--- src/design/rrht_pkg.sv ---
// Shared types and constants for the rectangle region hit tester.
// Used by rrht_cell and rect_region_hit_test_core; depends on nothing else.
`timescale 1ns / 1ps
`default_nettype none

package rrht_pkg;

   // Table depth and the width of a fill count that can hold the depth itself.
   localparam int MAX_RECTS = 16;
   localparam int CNT_W     = $clog2(MAX_RECTS + 1);

   // Field widths.
   localparam int COORD_W = 16;
   localparam int SIZE_W  = 15;
   localparam int KIND_W  = 4;
   localparam int REQ_W   = 2;

   // Stream payload widths, padded to whole bytes.
   localparam int REQ_FIELDS_W = 2 * COORD_W + 2 * SIZE_W + KIND_W;
   localparam int REQ_TDATA_W  = ((REQ_FIELDS_W + 7) / 8) * 8;
   localparam int RSP_FIELDS_W = 1 + KIND_W;
   localparam int RSP_TDATA_W  = ((RSP_FIELDS_W + 7) / 8) * 8;

   // Request codes.
   typedef enum logic [REQ_W-1:0] {
      REQ_ADD   = 2'd0,
      REQ_CLEAR = 2'd1,
      REQ_HIT   = 2'd2,
      REQ_NONE  = 2'd3
   } req_code_type;

   // One stored rectangle.
   typedef struct packed {
      logic signed [COORD_W-1:0] left;
      logic signed [COORD_W-1:0] top;
      logic [SIZE_W-1:0]         width;
      logic [SIZE_W-1:0]         height;
      logic [KIND_W-1:0]         kind;
   } rect_type;

   // A hit-test probe walking down the cell chain.
   typedef struct packed {
      logic                      valid;
      logic signed [COORD_W-1:0] px;
      logic signed [COORD_W-1:0] py;
      logic [CNT_W-1:0]          remaining;
      logic                      found;
      logic [KIND_W-1:0]         kind;
   } probe_type;

endpackage

`default_nettype wire

--- src/design/rrht_cell.sv ---
// One cell of the rectangle chain: holds one rectangle and tests a passing probe.
// Depends on rrht_pkg.
`timescale 1ns / 1ps
`default_nettype none

module rrht_cell (
   input  wire logic              clock,
   input  wire logic              reset,
   input  wire logic              shift_en,
   input  wire rrht_pkg::rect_type  rect_in,
   output      rrht_pkg::rect_type  rect_out,
   input  wire rrht_pkg::probe_type probe_in,
   output      rrht_pkg::probe_type probe_out
);
   import rrht_pkg::*;

   rect_type  rect_ff;
   probe_type probe_ff;
   probe_type probe_in_w;

   logic                     active;
   logic signed [COORD_W:0]  dx;
   logic signed [COORD_W:0]  dy;
   logic                     in_x;
   logic                     in_y;
   logic                     hit;

   // The stored rectangle moves one cell down whenever a new one is added.
   always_ff @(posedge clock) begin
      if (shift_en) begin
         rect_ff <= rect_in;
      end
   end

   assign rect_out = rect_ff;

   // Containment with inclusive edges: 0 <= p - edge <= size, in one extra bit.
   always_comb begin
      active = (probe_in.remaining != '0);
      dx     = {probe_in.px[COORD_W-1], probe_in.px} - {rect_ff.left[COORD_W-1], rect_ff.left};
      dy     = {probe_in.py[COORD_W-1], probe_in.py} - {rect_ff.top[COORD_W-1], rect_ff.top};
      in_x   = !dx[COORD_W] && (dx[COORD_W-1:0] <= {1'b0, rect_ff.width});
      in_y   = !dy[COORD_W] && (dy[COORD_W-1:0] <= {1'b0, rect_ff.height});
      hit    = active && !probe_in.found && in_x && in_y;
   end

   // The first hit along the chain wins; later cells only pass the probe on.
   always_comb begin
      probe_in_w           = probe_in;
      probe_in_w.remaining = active ? probe_in.remaining - 1'b1 : '0;
      if (hit) begin
         probe_in_w.found = 1'b1;
         probe_in_w.kind  = rect_ff.kind;
      end
   end

   always_ff @(posedge clock) begin
      if (reset) begin
         probe_ff.valid <= 1'b0;
      end else begin
         probe_ff.valid <= probe_in_w.valid;
      end
      probe_ff.px        <= probe_in_w.px;
      probe_ff.py        <= probe_in_w.py;
      probe_ff.remaining <= probe_in_w.remaining;
      probe_ff.found     <= probe_in_w.found;
      probe_ff.kind      <= probe_in_w.kind;
   end

   assign probe_out = probe_ff;

endmodule

`default_nettype wire

--- src/design/rect_region_hit_test_core.sv ---
// Top level of the rectangle region hit tester: request control and the cell chain.
// Depends on rrht_pkg and rrht_cell.
`timescale 1ns / 1ps
`default_nettype none

// The block keeps up to MAX_RECTS typed rectangles in a row of cells, newest
// in the first cell. An add request shifts the row by one and stores the new
// rectangle in the first cell, or answers status 1 when the table is full; a
// clear request empties the table. Add, clear and the unused code answer in
// the cycle after they are accepted. A hit test sends a probe down the row,
// one cell per cycle, and answers through the output register once the probe
// has left the last cell. The answer is the type of the newest rectangle
// containing the point, edges included, or 0 for no hit. One request is in
// work at a time; a new one is taken only when the output register is empty
// or its result is taken in the same cycle.
module rect_region_hit_test_core (
   input  wire logic                            clock,
   input  wire logic                            reset,
   // Request channel.
   input  wire logic                            req_tvalid,
   output      logic                            req_tready,
   // tdata: x_pos[15:0], y_pos[31:16], rect_width[46:32], rect_height[61:47],
   //        region_type[65:62], zero pad up to bit 71.
   input  wire logic [rrht_pkg::REQ_TDATA_W-1:0] req_tdata,
   // tuser: req_type[1:0].
   input  wire logic [rrht_pkg::REQ_W-1:0]       req_tuser,
   // Result channel.
   output      logic                            rsp_tvalid,
   input  wire logic                            rsp_tready,
   // tdata: status[0], hit_type[4:1], zero pad up to bit 7.
   output      logic [rrht_pkg::RSP_TDATA_W-1:0] rsp_tdata
);
   import rrht_pkg::*;

   typedef enum logic {
      ST_IDLE,
      ST_PROBE
   } state_type;

   state_type        state_ff;
   logic             rsp_valid_ff;
   logic             status_ff;
   logic [KIND_W-1:0] hit_ff;
   logic [CNT_W-1:0] count_ff;

   rect_type         new_rect;
   rect_type         cell_rect [0:MAX_RECTS-1];
   probe_type        probe_chain [0:MAX_RECTS];
   req_code_type     req_code;
   logic             req_acc;
   logic             table_full;
   logic             do_add;

   // Request decode.
   always_comb begin
      req_code        = req_code_type'(req_tuser);
      new_rect.left   = req_tdata[15:0];
      new_rect.top    = req_tdata[31:16];
      new_rect.width  = req_tdata[46:32];
      new_rect.height = req_tdata[61:47];
      new_rect.kind   = req_tdata[65:62];
      table_full      = (count_ff == CNT_W'(MAX_RECTS));
      req_tready      = (state_ff == ST_IDLE) && (!rsp_valid_ff || rsp_tready);
      req_acc         = req_tvalid && req_tready;
      do_add          = req_acc && (req_code == REQ_ADD) && !table_full;
   end

   // Probe launch into the first cell.
   always_comb begin
      probe_chain[0].valid     = req_acc && (req_code == REQ_HIT);
      probe_chain[0].px        = new_rect.left;
      probe_chain[0].py        = new_rect.top;
      probe_chain[0].remaining = count_ff;
      probe_chain[0].found     = 1'b0;
      probe_chain[0].kind      = '0;
   end

   // The cell chain.
   for (genvar i = 0; i < MAX_RECTS; i++) begin : g_cell
      rect_type shift_src;
      if (i == 0) begin : g_head
         assign shift_src = new_rect;
      end else begin : g_body
         assign shift_src = cell_rect[i-1];
      end
      rrht_cell u_cell (
         .clock     (clock),
         .reset     (reset),
         .shift_en  (do_add),
         .rect_in   (shift_src),
         .rect_out  (cell_rect[i]),
         .probe_in  (probe_chain[i]),
         .probe_out (probe_chain[i+1])
      );
   end

   // Control state, fill count and the output register.
   always_ff @(posedge clock) begin
      if (reset) begin
         state_ff     <= ST_IDLE;
         rsp_valid_ff <= 1'b0;
         count_ff     <= '0;
      end else begin
         if (rsp_valid_ff && rsp_tready) begin
            rsp_valid_ff <= 1'b0;
         end
         unique case (state_ff)
            ST_IDLE: begin
               if (req_acc) begin
                  case (req_code)
                     REQ_ADD: begin
                        rsp_valid_ff <= 1'b1;
                        status_ff    <= table_full;
                        hit_ff       <= '0;
                        if (!table_full) begin
                           count_ff <= count_ff + 1'b1;
                        end
                     end
                     REQ_CLEAR: begin
                        rsp_valid_ff <= 1'b1;
                        status_ff    <= 1'b0;
                        hit_ff       <= '0;
                        count_ff     <= '0;
                     end
                     REQ_HIT: begin
                        state_ff <= ST_PROBE;
                     end
                     default: begin
                        rsp_valid_ff <= 1'b1;
                        status_ff    <= 1'b0;
                        hit_ff       <= '0;
                     end
                  endcase
               end
            end
            ST_PROBE: begin
               if (probe_chain[MAX_RECTS].valid) begin
                  rsp_valid_ff <= 1'b1;
                  status_ff    <= 1'b0;
                  hit_ff       <= probe_chain[MAX_RECTS].kind;
                  state_ff     <= ST_IDLE;
               end
            end
            default: begin
               state_ff <= ST_IDLE;
            end
         endcase
      end
   end

   assign rsp_tvalid = rsp_valid_ff;
   assign rsp_tdata  = {(RSP_TDATA_W - RSP_FIELDS_W)'(0), hit_ff, status_ff};

   // The fill count never exceeds the table depth.
   assert property (@(posedge clock) disable iff (reset)
      count_ff <= CNT_W'(MAX_RECTS))
      else $error("fill count beyond table depth");

   // A probe leaves the chain only while a hit test is in work.
   assert property (@(posedge clock) disable iff (reset)
      probe_chain[MAX_RECTS].valid |-> (state_ff == ST_PROBE))
      else $error("probe left the chain outside a hit test");

   // The output register is free when a probe result arrives.
   assert property (@(posedge clock) disable iff (reset)
      probe_chain[MAX_RECTS].valid |-> !rsp_valid_ff)
      else $error("probe result would overwrite a pending result");

   // An add to a full table leaves the count alone and reports full.
   assert property (@(posedge clock) disable iff (reset)
      (req_acc && (req_code == REQ_ADD) && table_full) |=> (table_full && status_ff))
      else $error("add to a full table was not refused");

endmodule

`default_nettype wire
--- config.mk ---
export PLATFORM = sky130hd
export DESIGN_NAME = rect_region_hit_test_core
export DESIGN_NICKNAME = d
export VERILOG_FILES = /design/src/design/rrht_pkg.sv /design/src/design/rrht_cell.sv /design/src/design/rect_region_hit_test_core.sv
export SDC_FILE = /design/constraint.sdc
export NUM_CORES = 2
export LEC_CHECK = 0
export ABC_CLOCK_PERIOD_IN_PS = 74200
export BUFFER_PORTS_ARGS = -buffer_cell sky130_fd_sc_hd__clkbuf_2
export CORE_MARGIN = 2
export CORE_UTILIZATION = 63
export CTS_CLUSTER_DIAMETER = 80
export CTS_CLUSTER_SIZE = 24
export DETAILED_ROUTE_END_ITERATION = 6
export GPL_TIMING_DRIVEN = 0
export PLACE_DENSITY = 0.83
export REMOVE_ABC_BUFFERS = 1
export SETUP_SLACK_MARGIN = 0.3
export SLEW_MARGIN = 40
export SYNTH_ARGS = -nofsm -noshare
export SYNTH_HDL_FRONTEND = slang
export SYNTH_HIERARCHICAL = 1
export SYNTH_SLANG_ARGS = --single-unit
--- constraint.sdc ---
create_clock -name clock -period 74.2 [get_ports clock]
set_input_delay 14.84 -clock clock [delete_from_list [all_inputs] [get_ports clock]]
set_output_delay 14.84 -clock clock [all_outputs]
set_load 0.01 [all_outputs]
==> flow_summary.json <==
{
  "outcome": "finished clean",
  "crit_fanout": 5,
  "p_int_mw": 1.459,
  "synth_area_um2": 84170,
  "final_core_util": 0.6815,
  "cts_setup_buffers": 0,
  "cts-root-buf": "clkbuf_16",
  "first_pass_iters": 5,
  "synth_cells": 7163,
  "initial_utilization": 0.6331,
  "slew_viol_final": 0,
  "maxCapViolations": 0,
  "fin_skew_ns": 0.01915,
  "io_pins": 88,
  "power_density_nw_per_um2": 21.78,
  "cts_tree": "yes",
  "path_clk_slew_ns": 0.09,
  "clock_latency_ns": 0.69,
  "nets": 8506,
  "tightest_slew_ns": 0.9429,
  "antenna_found_initial": 2,
  "dp_cells": 9068,
  "grt_pass1_vias": 52757,
  "ant_nets": 0,
  "rsz0062_at_grt": "no",
  "drt_iter0_markers": 3025,
  "gp_congestion": 0.9315,
  "die_h_um": 369.5,
  "netSwitchingPower_mw": 0.5148,
  "post_drt_via_cell_ratio": 5.576,
  "die_w_um": 369.5,
  "hold_path_class": "reg2reg",
  "overflow": 0,
  "ys_warn_count": 6,
  "leakagePower_nw": 39.52,
  "drc_errors": 0,
  "postLayoutCellArea_um2": 90610,
  "cts_buffer_depth": 3,
  "p_total_mw": 1.974,
  "max_freq_ghz": 0.03298,
  "wl_per_cell_um": 16.43,
  "tns_ns": 0,
  "area.growth.synth_to_final_pct": 7.649,
  "cp.arrival_ns": 15.48,
  "fin_cells": 9225,
  "p_seq_frac": 0.557,
  "place.detailed.hpwl_um": 121200,
  "grtUsageTotal": 0.2215,
  "relSlewSlack": 0.3707,
  "hold_violations": 0,
  "drive_gt1_frac": 0.06652,
  "numClockSinks": 1718,
  "cp-end-kind": "output pin",
  "core_area_um2": 133000,
  "worstSetupPathType": "in2out",
  "power_frac_comb": 0.182,
  "port_buffers": 78,
  "wl_um": 151600,
  "postSynthAreaPerCell_um2": 11.75,
  "dieArea_um2": 136500,
  "crit_required_ns": 59.36,
  "dpl_cell_area_um2": 87990,
  "switching_share": 0.2608,
  "via_count": 51434,
  "grt_pass1_wl_um": 248500,
  "clkPwrFrac": 0.261,
  "ctsResizeCount": 0,
  "finalSetupViolCount": 0,
  "cp-start-kind": "input pin",
  "layout_min_cycle_time_ns": 30.32,
  "htreeDepth": 3,
  "floorplan.rows": 134,
  "cts_hold_buffers": 0,
  "cts_buffers": 84,
  "grt_max_degree": 26,
  "vdd_drop_max_mv": 0.01994,
  "post-route-period-util": 0.4086
}
[worst paths after layout]
check	slack [ns]	endpoint	from	cells past startpoint
hold reg to reg	0.35	g_cell[9].u_cell/probe_out[31]	g_cell[8].u_cell/probe_out[31]	0
setup / recovery	43.88	req_tready	rsp_tready	4
hold / removal	0.35	g_cell[9].u_cell/probe_out[31]	g_cell[8].u_cell/probe_out[31]	0
setup reg to reg	68.63	g_cell[4].u_cell/probe_out[0]	g_cell[4].u_cell/rect_out[36]	18
[sequential cells by signal, indices dropped and copies added (netlist names)]
signal                   flops
rsp_tvalid                   1
count_ff                     5
state_ff                     1
g_cell.u_cell/probe_out    650
hit_ff                       4
status_ff                    1
g_cell.u_cell/rect_out    1056
[cells in the final DEF (no fill, tap or decap), types with 27 or more instances in the layout]
cell	n
inv_1	1163
o31a_1	34
ha_1	1010
nor3_1	79
buf_8	31
a211oi_1	50
fa_1	32
and2_1	31
a21o_1	201
nand2b_1	48
a31oi_1	29
o211ai_1	44
clkbuf_16	91
nor2_1	341
clkbuf_2	78
o21ai_0	195
o21bai_1	42
dfxtp_1	657
a21oi_1	518
edfxtp_1	1061
xor2_1	82
nand3_1	151
buf_16	27
nor2b_1	108
nor4_1	35
xnor2_1	338
nand4_1	107
clkbuf_1	53
mux2_4	47
nand2_1	195
o21a_1	81
a21boi_0	32
[critical path, cell delays in order]
cell	delay (ns)
clkbuf_2	0.09
nor2b_1	0.28
nor2_1	0.11
clkbuf_2	0.17
[metal layers]
metal	global-route usage	part of all wire
met5	0	0
met4	0.1104	0.054
met3	0.02158	0.029
met2	0.4166	0.51
met1	0.2483	0.40
[metrics by stage]
step	hold slack, ns	setup slack [ns]
finish	0.3538	43.88
global route	0.3595	43.85
CTS	0.3553	43.89
detailed placement	0.3391	43.89
global placement	0.3386	-2.114
floorplan	0.3308	12.62
[power by group through the flow]
stage | Sequential, mW | Clock, mW | Combinational (mW)
global placement | 1.17 | 0 | 0.324
CTS | 1.10 | 0.528 | 0.355
global route | 1.11 | 0.561 | 0.397
detailed placement | 1.12 | 0 | 0.351
finish | 1.10 | 0.515 | 0.358
floorplan | 1.15 | 0 | 0.265
[cell type report]
type / instances / area (um2)
flip-flops and latches: 1718 / 45010
fillers: 9192 / 42340
multi-input cells: 4283 / 34830
inverters: 1163 / 4365
clock buffers: 145 / 2490
well taps: 1768 / 2212
repair buffers: 136 / 1599
clock inverters: 11 / 96.34
diodes: 1 / 2.502
No activity file was read; power rests on OpenSTA's default activity.
